`src/rtl/btk_pkg.sv`:
```
`timescale 1ns / 1ps
// ----------------------------------------------------------------------------
// btk_pkg: shared types and constants of the bounded top-k table
// Sizes, payload beats, status codes, controller commands and states.
// ----------------------------------------------------------------------------
package btk_pkg;

  // Table size and derived widths
  localparam int MAX_ENTRIES = 16;
  localparam int SLOT_W      = (MAX_ENTRIES > 1) ? $clog2(MAX_ENTRIES) : 1;
  localparam int COUNT_W     = $clog2(MAX_ENTRIES + 1);
  localparam int CAP_W       = 5;
  localparam int CMP_W       = (CAP_W > COUNT_W) ? CAP_W : COUNT_W;
  localparam int ID_W        = 16;
  localparam int SCORE_W     = 16;

  // Configuration port
  localparam int PADDR_W = 3;
  localparam int PDATA_W = 32;
  localparam logic REG_IDX_CAPACITY = 1'b0;
  localparam logic [CAP_W-1:0] CAPACITY_RESET = 5'd16;

  // Item actions
  localparam logic ACT_INSERT = 1'b0;
  localparam logic ACT_DELETE = 1'b1;

  typedef enum logic [2:0] {
    ST_ADDED     = 3'd0,
    ST_ADDED_MIN = 3'd1,
    ST_EVICTED   = 3'd2,
    ST_REJECTED  = 3'd3,
    ST_DELETED   = 3'd4,
    ST_NOT_FOUND = 3'd5
  } status_t;

  typedef struct packed {
    logic               action;
    logic [ID_W-1:0]    entry_id;
    logic [SCORE_W-1:0] score;
  } item_t;

  typedef struct packed {
    status_t            status;
    logic [ID_W-1:0]    evicted_id;
    logic [SCORE_W-1:0] min_score;
    logic [COUNT_W-1:0] entry_count;
  } result_t;

  // Controller to datapath commands
  typedef struct packed {
    logic              load;
    logic              rd_en;
    logic [SLOT_W-1:0] rd_addr;
    logic              commit;
  } ctrl_cmd_t;

  typedef enum logic [1:0] {
    CS_IDLE,
    CS_READ,
    CS_DRAIN,
    CS_COMMIT
  } ctrl_state_t;

endpackage

```
`src/rtl/btk_ctrl.sv`:
```
`timescale 1ns / 1ps
// ----------------------------------------------------------------------------
// btk_ctrl: sequencer of the bounded top-k table
// Takes a start beat, sweeps every slot once, then commits the update.
// ----------------------------------------------------------------------------
module btk_ctrl import btk_pkg::*; (
  input  logic      clk,
  input  logic      rst,
  input  logic      start,
  output logic      busy,
  output ctrl_cmd_t cmd
);

  ctrl_state_t       state, state_next;
  logic [SLOT_W-1:0] rd_addr, rd_addr_next;

  // State and sweep address registers
  always_ff @(posedge clk) begin
    if (rst) begin
      state   <= CS_IDLE;
      rd_addr <= '0;
    end else begin
      state   <= state_next;
      rd_addr <= rd_addr_next;
    end
  end

  // Next state and commands
  always_comb begin
    state_next   = state;
    rd_addr_next = rd_addr;
    cmd          = '0;
    cmd.rd_addr  = rd_addr;
    busy         = 1'b1;
    unique case (state)
      CS_IDLE: begin
        busy = 1'b0;
        if (start) begin
          cmd.load     = 1'b1;
          rd_addr_next = '0;
          state_next   = CS_READ;
        end
      end
      CS_READ: begin
        cmd.rd_en    = 1'b1;
        rd_addr_next = rd_addr + SLOT_W'(1);
        if (rd_addr == SLOT_W'(MAX_ENTRIES - 1)) begin
          state_next = CS_DRAIN;
        end
      end
      CS_DRAIN: begin
        state_next = CS_COMMIT;
      end
      CS_COMMIT: begin
        cmd.commit = 1'b1;
        state_next = CS_IDLE;
      end
      default: begin
        state_next = CS_IDLE;
      end
    endcase
  end

endmodule

```
`src/rtl/btk_datapath.sv`:
```
`timescale 1ns / 1ps
// ----------------------------------------------------------------------------
// btk_datapath: slot store, sweep accumulators and commit logic
// Holds the slots, finds id, free slot and runner-up minimum in one sweep.
// ----------------------------------------------------------------------------
module btk_datapath import btk_pkg::*; (
  input  logic             clk,
  input  logic             rst,
  input  ctrl_cmd_t        cmd,
  input  item_t            item,
  input  logic [CAP_W-1:0] capacity,
  output result_t          result,
  output logic             done
);

  // Slot store
  logic [ID_W-1:0]    mem_id    [MAX_ENTRIES];
  logic [SCORE_W-1:0] mem_score [MAX_ENTRIES];
  logic [MAX_ENTRIES-1:0] valid;

  // Latched item
  logic               act_q;
  logic [ID_W-1:0]    id_q;
  logic [SCORE_W-1:0] score_q;

  // Read pipeline
  logic               rd_vld;
  logic [SLOT_W-1:0]  rd_idx;
  logic [ID_W-1:0]    rd_id;
  logic [SCORE_W-1:0] rd_score;

  // Sweep accumulators
  logic               found;
  logic [SLOT_W-1:0]  found_idx;
  logic               free_found;
  logic [SLOT_W-1:0]  free_idx;
  logic               best_vld;
  logic [SLOT_W-1:0]  best_idx;
  logic [SCORE_W-1:0] best_score;
  logic [ID_W-1:0]    best_id;

  // Table state
  logic [COUNT_W-1:0] held_count;
  logic [SLOT_W-1:0]  min_slot;
  logic [SCORE_W-1:0] min_score_q;
  logic [ID_W-1:0]    min_id_q;

  // Commit values
  logic [MAX_ENTRIES-1:0] valid_next;
  logic [COUNT_W-1:0]     held_count_next;
  logic [SLOT_W-1:0]      min_slot_next;
  logic [SCORE_W-1:0]     min_score_next;
  logic [ID_W-1:0]        min_id_next;
  status_t                status_next;
  logic [ID_W-1:0]        evicted_next;
  logic                   mem_we;
  logic [SLOT_W-1:0]      mem_waddr;
  logic [CMP_W-1:0]       eff_cap;
  logic                   full;
  logic                   slot_hit;

  // Write at commit, read the sweep address
  always_ff @(posedge clk) begin
    if (mem_we) begin
      mem_id[mem_waddr]    <= id_q;
      mem_score[mem_waddr] <= score_q;
    end
    rd_id    <= mem_id[cmd.rd_addr];
    rd_score <= mem_score[cmd.rd_addr];
    rd_idx   <= cmd.rd_addr;
  end

  always_ff @(posedge clk) begin
    if (rst) begin
      rd_vld <= 1'b0;
    end else begin
      rd_vld <= cmd.rd_en;
    end
  end

  assign slot_hit = valid[rd_idx];

  // Latch the item and accumulate over the sweep
  always_ff @(posedge clk) begin
    if (cmd.load) begin
      act_q      <= item.action;
      id_q       <= item.entry_id;
      score_q    <= item.score;
      found      <= 1'b0;
      free_found <= 1'b0;
      best_vld   <= 1'b0;
    end else if (rd_vld) begin
      if (slot_hit && rd_id == id_q && !found) begin
        found     <= 1'b1;
        found_idx <= rd_idx;
      end
      if (!slot_hit && !free_found) begin
        free_found <= 1'b1;
        free_idx   <= rd_idx;
      end
      // ascending sweep with strict compare keeps the lowest index on ties
      if (slot_hit && rd_idx != min_slot && (!best_vld || rd_score < best_score)) begin
        best_vld   <= 1'b1;
        best_idx   <= rd_idx;
        best_score <= rd_score;
        best_id    <= rd_id;
      end
    end
  end

  // Clamp capacity and decide the update
  always_comb begin
    if (capacity == '0) begin
      eff_cap = CMP_W'(1);
    end else if (CMP_W'(capacity) > CMP_W'(MAX_ENTRIES)) begin
      eff_cap = CMP_W'(MAX_ENTRIES);
    end else begin
      eff_cap = CMP_W'(capacity);
    end
    full = CMP_W'(held_count) >= eff_cap;

    valid_next      = valid;
    held_count_next = held_count;
    min_slot_next   = min_slot;
    min_score_next  = min_score_q;
    min_id_next     = min_id_q;
    status_next     = ST_REJECTED;
    evicted_next    = '0;
    mem_we          = 1'b0;
    mem_waddr       = free_idx;

    if (act_q == ACT_INSERT) begin
      if (found) begin
        status_next = ST_REJECTED;
      end else if (!full) begin
        if (free_found) begin
          mem_we                = cmd.commit;
          mem_waddr             = free_idx;
          valid_next[free_idx]  = 1'b1;
          held_count_next       = held_count + COUNT_W'(1);
          if (held_count == '0 || score_q < min_score_q) begin
            min_slot_next  = free_idx;
            min_score_next = score_q;
            min_id_next    = id_q;
            status_next    = ST_ADDED_MIN;
          end else begin
            status_next = ST_ADDED;
          end
        end
      end else if (held_count != '0 && valid[min_slot] && score_q > min_score_q) begin
        // replace the minimum in place, then pick the lower of it and the runner-up
        mem_we       = cmd.commit;
        mem_waddr    = min_slot;
        evicted_next = min_id_q;
        status_next  = ST_EVICTED;
        if (!best_vld || score_q < best_score ||
            (score_q == best_score && min_slot < best_idx)) begin
          min_slot_next  = min_slot;
          min_score_next = score_q;
          min_id_next    = id_q;
        end else begin
          min_slot_next  = best_idx;
          min_score_next = best_score;
          min_id_next    = best_id;
        end
      end
    end else begin
      if (!found) begin
        status_next = ST_NOT_FOUND;
      end else begin
        status_next           = ST_DELETED;
        valid_next[found_idx] = 1'b0;
        if (held_count != '0) begin
          held_count_next = held_count - COUNT_W'(1);
        end
        if (found_idx == min_slot) begin
          if (best_vld) begin
            min_slot_next  = best_idx;
            min_score_next = best_score;
            min_id_next    = best_id;
          end else begin
            min_slot_next  = '0;
            min_score_next = '0;
            min_id_next    = '0;
          end
        end
      end
    end
  end

  // Commit state and register the result beat
  always_ff @(posedge clk) begin
    if (rst) begin
      valid      <= '0;
      held_count <= '0;
      min_slot   <= '0;
      done       <= 1'b0;
    end else begin
      done <= cmd.commit;
      if (cmd.commit) begin
        valid      <= valid_next;
        held_count <= held_count_next;
        min_slot   <= min_slot_next;
      end
    end
  end

  always_ff @(posedge clk) begin
    if (cmd.commit) begin
      min_score_q        <= min_score_next;
      min_id_q           <= min_id_next;
      result.status      <= status_next;
      result.evicted_id  <= evicted_next;
      result.entry_count <= held_count_next;
      result.min_score   <= (held_count_next != '0 && valid_next[min_slot_next]) ?
                            min_score_next : '0;
    end
  end

  // Count tracks the valid slots
  a_count_matches: assert property (@(posedge clk) disable iff (rst)
    held_count == COUNT_W'($countones(valid)))
    else $error("held count differs from number of valid slots");

  // A non-empty table always points at a valid minimum slot
  a_min_valid: assert property (@(posedge clk) disable iff (rst)
    (held_count != '0) |-> valid[min_slot])
    else $error("minimum slot not valid while table holds entries");

  // Count never runs past the table size
  a_count_bound: assert property (@(posedge clk) disable iff (rst)
    held_count <= COUNT_W'(MAX_ENTRIES))
    else $error("held count exceeds table size");

  // Every commit is followed by a result beat
  a_done_after_commit: assert property (@(posedge clk) disable iff (rst)
    cmd.commit |=> done)
    else $error("commit without result beat");

endmodule

```
`src/rtl/bounded_top_k_table.sv`:
```
`timescale 1ns / 1ps
// ----------------------------------------------------------------------------
// bounded_top_k_table: capacity-bounded table tracking its minimum score
// Inserts and deletes (id, score) entries, evicting the minimum when full.
// ----------------------------------------------------------------------------
// Usage:
//   Command channel: present item and raise start; the beat is taken on a
//   clock edge where start is high and busy is low.
//   Result channel: result is valid for exactly one cycle while done is
//   high; the receiver cannot stall, so it must capture it then.
//   Timing: the controller reads every slot (CS_READ), waits for the last
//   read data (CS_DRAIN), then commits; done and result are registered from
//   the commit. busy drops in the cycle the result shows, so the next beat
//   is taken at the edge ending that cycle; the sweep of the slot store's
//   single read port, one slot a cycle, sets the pace.
//   Configuration: APB, capacity_limit at byte address 0, readable; the user
//   writes it only while the block is idle, unenforced; pready stays high.
//   Reset (synchronous, active high): table empties, capacity_limit
//   returns to 16, no result beat is pending.
// ----------------------------------------------------------------------------
module bounded_top_k_table import btk_pkg::*; (
  input  logic               clk,
  input  logic               rst,
  input  logic               start,
  output logic               busy,
  input  item_t              item,
  output logic               done,
  output result_t            result,
  input  logic               psel,
  input  logic               penable,
  input  logic               pwrite,
  input  logic [PADDR_W-1:0] paddr,
  input  logic [PDATA_W-1:0] pwdata,
  output logic [PDATA_W-1:0] prdata,
  output logic               pready
);

  logic [CAP_W-1:0] capacity;
  ctrl_cmd_t        cmd;
  logic             reg_sel;

  assign pready  = 1'b1;
  assign reg_sel = paddr[PADDR_W-1:2] == REG_IDX_CAPACITY;

  // Capacity register write
  always_ff @(posedge clk) begin
    if (rst) begin
      capacity <= CAPACITY_RESET;
    end else if (psel && penable && pwrite && pready && reg_sel) begin
      capacity <= pwdata[CAP_W-1:0];
    end
  end

  // Register read back
  always_comb begin
    prdata = '0;
    if (reg_sel) begin
      prdata = {{(PDATA_W - CAP_W){1'b0}}, capacity};
    end
  end

  btk_ctrl u_ctrl (
    .clk   (clk),
    .rst   (rst),
    .start (start),
    .busy  (busy),
    .cmd   (cmd)
  );

  btk_datapath u_datapath (
    .clk      (clk),
    .rst      (rst),
    .cmd      (cmd),
    .item     (item),
    .capacity (capacity),
    .result   (result),
    .done     (done)
  );

endmodule
```
`config.mk`:
```
export PLATFORM = sky130hd
export DESIGN_NAME = bounded_top_k_table
export DESIGN_NICKNAME = d
export VERILOG_FILES = /design/src/rtl/btk_pkg.sv /design/src/rtl/btk_ctrl.sv /design/src/rtl/btk_datapath.sv /design/src/rtl/bounded_top_k_table.sv
export SDC_FILE = /design/constraint.sdc
export NUM_CORES = 1
export LEC_CHECK = 0
export BUFFER_PORTS_ARGS = -buffer_cell sky130_fd_sc_hd__buf_4
export CAP_MARGIN = 20
export CORE_MARGIN = 2
export CORE_UTILIZATION = 66
export CTS_CLUSTER_SIZE = 8
export DETAILED_ROUTE_END_ITERATION = 7
export GPL_TIMING_DRIVEN = 0
export PLACE_DENSITY_LB_ADDON = 0.05
export REMOVE_ABC_BUFFERS = 1
export SLEW_MARGIN = 10
export SYNTH_ARGS = -nofsm -noshare
export SYNTH_HDL_FRONTEND = slang
export SYNTH_SLANG_ARGS = --single-unit
```
`constraint.sdc`:
```
create_clock -name clk -period 8.44 [get_ports clk]
set_clock_uncertainty 0.2 [all_clocks]
set_input_delay 1.688 -clock clk [delete_from_list [all_inputs] [get_ports clk]]
set_output_delay 1.688 -clock clk [all_outputs]
set_load 0.02 [all_outputs]
```
[Yosys cells after proc, flatten, opt, wreduce, memory -nomap -nowiden]
Memory sizes are Yosys's and may differ from the RTL's. A register that Yosys moved wholly into a read port is not among the register bits.
Index checks and enable logic that the tools add are counted.
Operators by class
  add/sub/neg operators: 3
  magnitude comparators: 14
  equality and inequality tests: 14
  mux-type cells: 82
  bitwise operators: 7
  reductions and logical operators: 40
Operators with widths (count)
  two-way mux 16 bit: 25
  two-way mux 4 bit: 15
  < comparator 16 bit: 3
  two-way mux 5 bit: 9
  equality test 16 bit: 2
  < comparator 4 x 5 -> 1 bit (second input constant): 5
  two-way mux 1 bit: 20
  bitwise AND 16 bit: 1
  greater-than comparator 16 bit: 1
  NOT 16 bit: 1
  OR 16 bit: 1
  logical AND 1 bit: 14
  binary-select mux 1 bit (select 4 bit): 3
  two-way mux 3 bit: 4
  logical NOT 5 bit: 2
  AND reduction 2 bit: 5
  nonzero test 5 bit: 2
  AND reduction 3 bit: 3
  demux 1 bit (select 4 bit): 2
  greater-or-equal comparator 4 x 1 -> 1 bit (second input constant): 2
  case mux 2 bit (4 select lines): 1
  case mux 4 bit (2 select lines): 1
  AND reduction 7 bit: 1
  inequality test 2 bit (second input constant): 3
  21 further kinds: 34
Storage, ports and cells
  register bits: 194
  bits in writable memories: 512
  bits of input ports: 74
  output and inout bits: 75
  logic and storage cells: 188
  memories kept: 2
Memory list
  u_datapath.mem_id: words 16, bits a word 16, read ports 1, clocked after Yosys merged registers in 1, write ports 1, line btk_datapath.sv:17  | logic [ID_W-1:0] mem_id [MAX_ENTRIES];
  u_datapath.mem_score: words 16, bits a word 16, read ports 1, clocked after Yosys merged registers in 1, write ports 1, line btk_datapath.sv:18  | logic [SCORE_W-1:0] mem_score [MAX_ENTRIES];

[Depth between registers and ports, before layout]
Gate-level depths: netlist of run 1.
  word-level depth: 12
  gate-level depth with buffers: 16
  mapped depth without buffers: 14

[By module]
From an unflattened synthesis of run 1, not the netlist that was laid out.
Second synthesis, totals
  cells, all modules: 1772
  area, all modules: 30920.9 um2
Modules (own cells, without submodules)
  btk_datapath: instances 1, cells each 1673, area an instance 30042.6 um2, seq. area each 21170.3 um2
  bounded_top_k_table: instances 1, cells each 58, area an instance 494.2 um2, seq. area each 100.1 um2
  btk_ctrl: instances 1, cells each 41, area an instance 384.1 um2, seq. area each 120.1 um2

[Worst setup path before layout of run 1]
No wires, ideal clock.
  path kind: reg2reg
  start point: reg u_datapath.score_q[15]
  end point: mem u_datapath.mem_id[11][0], enable pin
  setup time: 0.421 ns
  arrival: 4.817 ns
  required time: 7.819 ns
  path slack: 3.002 ns
  cell stages (with the launch flop): 14
  path buffers: 3
  period minus slack after synthesis: 5.438 ns
  cells stage by stage: edfxtp_1 -> ha_1 -> nand4_2 -> or4_1 -> a21oi_2 -> o31ai_2 -> clkbuf_1 -> or3_1 -> clkbuf_1 -> nor2_1 -> clkbuf_1 -> a31oi_1 -> nand2b_1 -> nor2_1
On the way
  word-level cells in the longest chain between the ends: 8
  elaborated cells between the ends (all ways): 12
  those cells by class: order compare (1); mux (10); reduce/logical (1)
RTL lines
  start: declaration: line btk_datapath.sv:24  | logic [SCORE_W-1:0] score_q;
  start signal: assignment: line btk_datapath.sv:88  | score_q <= item.score;
  greater-than comparator 16 bit *: line btk_datapath.sv:150  | end else if (held_count != '0 && valid[min_slot] && score_q > min_score_q) begin
  logical AND 1 bit *: line btk_datapath.sv:150
  two-way mux 1 bit: line btk_datapath.sv:150
  two-way mux 1 bit: line btk_datapath.sv:135  | end else if (!full) begin
  two-way mux 1 bit: line btk_datapath.sv:133  | if (found) begin
  two-way mux 1 bit: line btk_datapath.sv:132  | if (act_q == ACT_INSERT) begin
  two-way mux 1 bit: line btk_datapath.sv:64  | if (mem_we) begin
  two-way mux 1 bit (not written as such): line btk_datapath.sv:65  | mem_id[mem_waddr] <= id_q;
  end: declaration: line btk_datapath.sv:17
Mark *: on every way between the ends. The rest lies on a longest branch, timed or not.

[Worst setup path after layout of run 1]
  start point: reg u_datapath.score_q[13]
  end point: mem u_datapath.mem_score[10][13], enable pin
On the way
  word-level cells in the longest chain between the ends: 8
  elaborated cells between the ends (all ways): 12
  those cells by class: order compare (1); mux (10); reduce/logical (1)
RTL lines
  greater-than comparator 16 bit *: line btk_datapath.sv:150
  logical AND 1 bit *: line btk_datapath.sv:150
  two-way mux 1 bit: line btk_datapath.sv:150
  two-way mux 1 bit: line btk_datapath.sv:135
  two-way mux 1 bit: line btk_datapath.sv:133
  two-way mux 1 bit: line btk_datapath.sv:132
  two-way mux 1 bit: line btk_datapath.sv:64
  two-way mux 1 bit (not written as such): line btk_datapath.sv:66  | mem_score[mem_waddr] <= score_q;
  end: declaration: line btk_datapath.sv:18
Marked as above.

==> results of run 1 <==
[worst max-delay path by stage]
stage,to,slack [ns],cells past startpoint,startpoint
floorplan,u_datapath.rd_id[0],1.63,2,u_ctrl.rd_addr[0]
finish,u_datapath.mem_score[10][13],2.14,12,u_datapath.score_q[13]
detailed placement,u_datapath.mem_score[14][7],2.24,12,u_datapath.score_q[14]
global placement,u_datapath.rd_score[14],-1.02,2,u_ctrl.rd_addr[0]
CTS,u_datapath.mem_score[14][7],2.20,12,u_datapath.score_q[13]
global route,u_datapath.mem_id[10][1],1.92,12,u_datapath.score_q[14]
[per-stage QoR]
step,hold WS [ns],cells,utilization [%]
finish,0.220,2663,77.9
global route,0.237,2663,77.9
CTS,0.225,2662,77.9
detailed placement,0.217,2470,71.3
global placement,0.191,2423,68.7
floorplan,0.175,1725,-
[per-layer routing]
| metal | track usage (%) | vias to the layer above | wire [µm] |
|---|---|---|---|
| met2 | 55.5 | 1192 | 39800 |
| met5 | 0 | - | 0 |
| li1 | - | 7599 | - |
| met3 | 7.46 | 231 | 8430 |
| met1 | 47.8 | 9322 | 30800 |
| met4 | 16.6 | 0 | 3810 |
[sequential cells by signal, summed over array words and instances, names as in the netlist, 2 cells and up]
name,count
u_datapath.score_q,16
u_datapath.result,40
u_datapath.best_score,16
u_datapath.id_q,16
u_datapath.rd_idx,4
u_datapath.rd_score,16
u_datapath.mem_score,256
u_datapath.valid,16
u_datapath.best_idx,4
u_datapath.min_slot,4
u_datapath.mem_id,256
u_datapath.rd_id,16
u_datapath.found_idx,4
u_ctrl.state,2
u_datapath.free_idx,4
capacity,5
u_datapath.min_score_q,16
u_datapath.min_id_q,16
u_ctrl.rd_addr,4
u_datapath.best_id,16
u_datapath.held_count,5
[cells by family after synthesis]
kind of cell,after synthesis,share of synthesized area [%]
AND/OR/NAND/NOR,340,5.42
multiplexers,216,13.7
AO/OA/AOI/OAI,262,5.77
adder cells (fa/ha/maj),63,2.55
flip-flops,738,69.3
XOR/XNOR,26,0.737
other,2,0.0243
buffers and inverters,174,2.49
[cell usage after synthesis, drive strengths merged, types with 18 or more instances]
cell type,number,share of area (%)
edfxtp,661,64
mux4,166,12
nor2,102,1.2
dfxtp,77,5.0
clkbuf,75,0.91
nand2,66,0.80
ha,63,2.6
a21oi,58,0.95
inv,52,0.63
mux2i,48,1.6
nand3,48,0.78
buf,47,0.94
o21ai,41,0.66
o22ai,36,0.73
nor3,26,0.42
a211oi,21,0.51
and3,18,0.36
[power by group through the flow]
stage	Combinational [mW]	Clock, mW	Sequential (mW)
after global placement	1.23	0	4.75
after floorplan	0.906	0	4.62
final	1.35	3.84	4.59
after CTS	1.35	3.88	4.57
after detailed placement	1.32	0	4.63
after global routing	1.45	4.02	4.61
[worst register-to-register path, stage by stage (launching register included)]
cell and delay, ns:
edfxtp_1 0.93, ha_1 0.42, nand4_2 0.13, nor2_1 0.06
or3_1 0.41, o31ai_2 0.79, or3_1 0.80, nor2_1 0.43
nor3b_1 0.27, a31oi_1 0.11, nand2b_1 0.37, nor2_4 0.76
buf_12 0.29
[layout make-up]
| cell class | count | area share [%] |
|---|---|---|
| clock buffers | 184 | 7.98 |
| clock inverters | 8 | 0.399 |
| repair buffers | 139 | 4.77 |
| multi-input cells | 935 | 24.9 |
| well taps | 607 | 2.10 |
| flip-flops and latches | 738 | 59.3 |
| inverters | 52 | 0.548 |
==> metrics.cfg, run 1 <==
[synth]
synth_edf_count=661
synth-async-reset-ratio_pct=0
avgSynthCellArea_um2=17.0
yosys_warnings=0
synth-seq-area-share_pct=69.3
synth_cells=1821
ys_ff_latch=738
synth.distinct_cells=69
synth_ff_type=edfxtp_1
netlist_area_mm2=0.0309

[routing]
routedWlPerCell_um=31.1
first_iter_violations=2344
wl_mm=82.8
post-route-drc-count=0
num_vias=18300
vias_per_cell=6.89
dr.pass1.iters=5
postRouteAntennaNets=0

[timing]
final.period_utilization_pct=74.6
min_period_ns=6.30
setup_viol=0
finalHoldViolCount=0
setup_tns_ns=0
maxSlewHeadroom_pct=32.1
finalWorstSetupSlack_ns=2.14
fmax_ghz=0.159
final_max_slew_viol_count=0
rsz0062_at_grt=false
tightestPinTransition_ns=1.01

[power_and_ir_drop]
netSwitchingPower_mw=2.60
internal-power_mw=7.19
seq_power_share_pct=46.9
peakVddDrop_mv=0.277
power.density_mw_per_mm2=271
p_total_mw=9.78
p_leak_nw=12.1
combPwrFrac_pct=13.8
netSwitchingFraction_pct=26.5
clockPowerShare_pct=39.3

[finish]
final_cell_mix=661 x edfxtp_1, 166 x mux4_2, 102 x clkbuf_16
final_common_cell=edfxtp_1
drive_above_1_share_pct=22.3
antenna_cells=0
nFillCells=2434
area_delta_synth_final_pct=16.9
finalNetCount=2105
fin_area_mm2=0.0361
ff_latch_area_mm2=0.0214
multiInputGateArea_mm2=0.00900

[clock_network]
cts_resized=0
post_cts_buffers=0
cts_tree=built
clk_pin_slew_ns=0.05
clk_latency_ns=0.65
clock-sinks=738
htreeDepth=3
cts_buffer_depth=3
ctsHoldBuffers=0
root_buffer=clkbuf_16
cts_buffers=102

[die]
core_mm2=0.0464
initial_utilization_pct=66.6
dieArea_mm2=0.0485
die_h_um=220
num_rows=79
die_x_um=220
num_io_pins=149

[grt]
overflow=0
grt_max_degree=62
grt_pass1_wl_mm=121
first_global_vias=18500
antenna_found_initial=2
grt_use_total_pct=35.2

[critical_path]
r2r_end=u_datapath.mem_score[10][13]
criticalPathCategory=flop to flop
reg2reg_setup_slack_ns=2.14
crit_fanout=20
r2r.worst_path.cells=12
crit_buf_inv=1
worstPathArrival_ns=6.43
cp-end-kind=flop
worstPathRequired_ns=8.57
critPathMaxStageDelay_ns=0.93
cp_slowest_cell=edfxtp_1
start_kind=flop
r2r-start=u_datapath.score_q[13]
path_delay_family=simple AND/OR/NAND/NOR gates
path_cells=ha_1 -> nand4_2 -> nor2_1 -> or3_1 -> o31ai_2 -> or3_1 -> nor2_1 -> nor3b_1 -> a31oi_1 -> nand2b_1 -> nor2_4 -> buf_12

[min_path]
min_to=u_datapath.rd_idx[3]
worstHoldPathCells=0
min_from=u_ctrl.rd_addr[3]
hold_path.class=flop to flop

[placed_design]
gp_congestion=0.887
dp_hpwl_mm=47.3
io_buffers=91
place_ws_ns=2.24
dpl_cell_area_mm2=0.0331

[run_status]
status=completed

[run]
maxCapViolCount=0

Note: power is estimated with default switching activity, not from simulation.
==> inputs of run 2 (changes only) <==
CORE_UTILIZATION = 55   (was 66)
clock period = 5.2 ns   (was 8.44 ns; I/O delays follow)
==> run 2 against run 1 <==
  * Maximum frequency grew 22%
  * Die area rose by 20%
  * Non-clock buffer count up 36
  * Critical endpoint is now u_datapath.mem_score[10][7]
  * Sequential power is 61% higher
  * First-iteration DRC count decreased by 21%
  * Final cell count rose by 6.5%
  * Routed wire length fell by 5.9%
  * Worst hold slack gained 0.0049 ns
  * Highest routed layer unchanged
  * Setup slack worse by 2.1 ns
==> metrics.cfg, run 2 (same netlist as run 1, synthesis figures left out) <==
[finish]
final_cell_mix=661 x edfxtp_1, 166 x mux4_2, 115 x buf_4
final_common_cell=edfxtp_1
antenna_cells=0
multiInputGateArea_mm2=0.00910
area_delta_synth_final_pct=18.8
finalNetCount=2141
reg.largest.list=u_datapath.mem_id x256, u_datapath.mem_score x256, u_datapath.result x40
ff_latch_area_mm2=0.0214
nFillCells=3847
drive_above_1_share_pct=24.4

[die]
core_mm2=0.0553
die_x_um=241
die_h_um=241
initial_utilization_pct=55.8
num_rows=86
num_io_pins=149
dieArea_mm2=0.0581

[grt]
grt_max_degree=56
grt_pass1_wl_mm=115
grt_use_total_pct=27.4
first_global_vias=17500
antenna_found_initial=2
overflow=0

[power_and_ir_drop]
power.density_mw_per_mm2=433
peakVddDrop_mv=0.373
p_leak_nw=12.3
p_total_mw=15.9

[critical_path]
worstPathRequired_ns=5.33
crit_buf_inv=2
critPathMaxStageDelay_ns=0.67
crit_start=u_datapath.score_q[6]
crit_fanout=20
path_delay_family=simple AND/OR/NAND/NOR gates
r2r-start=u_datapath.score_q[6]
criticalPathCategory=flop to flop
path_cells=ha_1 -> nand4_1 -> or4_1 -> o211a_1 -> a31oi_2 -> or3_4 -> nor2_4 -> nor3b_1 -> a31oi_1 -> nand2b_1 -> nor2_4 -> buf_12 -> buf_12
start_kind=flop
worstPathArrival_ns=5.30
cp_slowest_cell=edfxtp_1
cp-end-kind=flop

[timing]
maxSlewHeadroom_pct=28.0
setup_viol=0
final_max_slew_viol_count=0
finalWorstSetupSlack_ns=0.0303
min_period_ns=5.17
tightestPinTransition_ns=1.07
setup_tns_ns=0
fmax_ghz=0.193
hold_ws_ns=0.225
finalHoldViolCount=0
final.period_utilization_pct=99.4

[min_path]
hold_path.class=flop to flop
min_from=u_ctrl.rd_addr[3]

[clock_network]
cts_buffer_depth=3
clk_latency_ns=0.66
clock-sinks=738
ctsHoldBuffers=0
cts_buffers=102
htreeDepth=3
clk_pin_slew_ns=0.05
root_buffer=clkbuf_16
cts_tree=built

[routing]
routedWlPerCell_um=27.5
postRouteAntennaNets=0
first_iter_violations=1853
num_vias=17800
post-route-drc-count=0
dr.pass1.iters=5
vias_per_cell=6.27
wl_mm=77.9

[placed_design]
gp_congestion=0.891
dp_hpwl_mm=47.9
place_ws_ns=-0.936
io_buffers=91

[run_status]
status=completed

[run]
maxCapViolCount=0

[run 2: final timing paths]
check / depth (start not counted) / to / slack [ns]
setup / recovery: 13 / u_datapath.mem_score[10][7] / 0.03
hold / removal: 0 / u_datapath.rd_idx[3] / 0.23
setup reg to reg: 13 / u_datapath.mem_score[10][7] / 0.03
hold reg to reg: 0 / u_datapath.rd_idx[3] / 0.23
[run 2: area by class of cell]
class	count	share of cell area, %
Inverter	52	0.539
Clock buffer	182	7.86
Multi-Input combinational cell	935	24.8
Sequential cell	738	58.3
Tap cell	748	2.55
Timing Repair Buffer	175	5.55
Clock inverter	7	0.382
[run 2: worst register-to-register path: cells and delay by family (launching register included)]
| kind | cells | cell delay (ns) |
|---|---|---|
| and+or+nand+nor | 7 | 2.35 |
| AOI/OAI and AO/OA | 3 | 0.71 |
| DFF | 1 | 0.67 |
| adders and majority gates | 1 | 0.44 |
| buffers and inverters | 2 | 0.47 |
[run 2: what timing repair did]
| action | 4_1_cts | 5_1_grt |
|---|---|---|
| pin swaps | 6 | 6 |
| hold endpoints to repair | 0 | 0 |
| buffers inserted | 14 | 21 |
| endpoints found under the setup margin | 528 | 219 |
| gates resized for setup | 8 | 17 |
| cloned | 0 | 0 |
[run 2: per-stage QoR]
stage          util [%]  cell area, µm²  cells
2_1_floorplan         -           30400   1725
3_3_place_gp       57.9           32000   2564
3_5_place_dp       60.2           33300   2613
4_1_cts            65.9           36500   2816
5_1_grt            66.3           36700   2837
6_report           66.3           36700   2837
[run 2: power by group]
part	leakage (nW)	total (mW)	switching, mW	internal, mW
clock	1.43	6.16	2.43	3.73
sequential	6.58	7.40	0.454	6.94
combinational	4.31	2.32	1.26	1.05
total	12.3	15.9	4.15	11.7
[run 2: metal layers]
| layer | global-route usage (%) | up-vias | routed length [µm] |
|---|---|---|---|
| li1 | - | 7646 | - |
| met1 | 39.6 | 9249 | 32600 |
| met2 | 42.9 | 749 | 37100 |
| met3 | 4.28 | 144 | 5790 |
| met4 | 10.0 | 0 | 2350 |
| met5 | 0 | - | 0 |
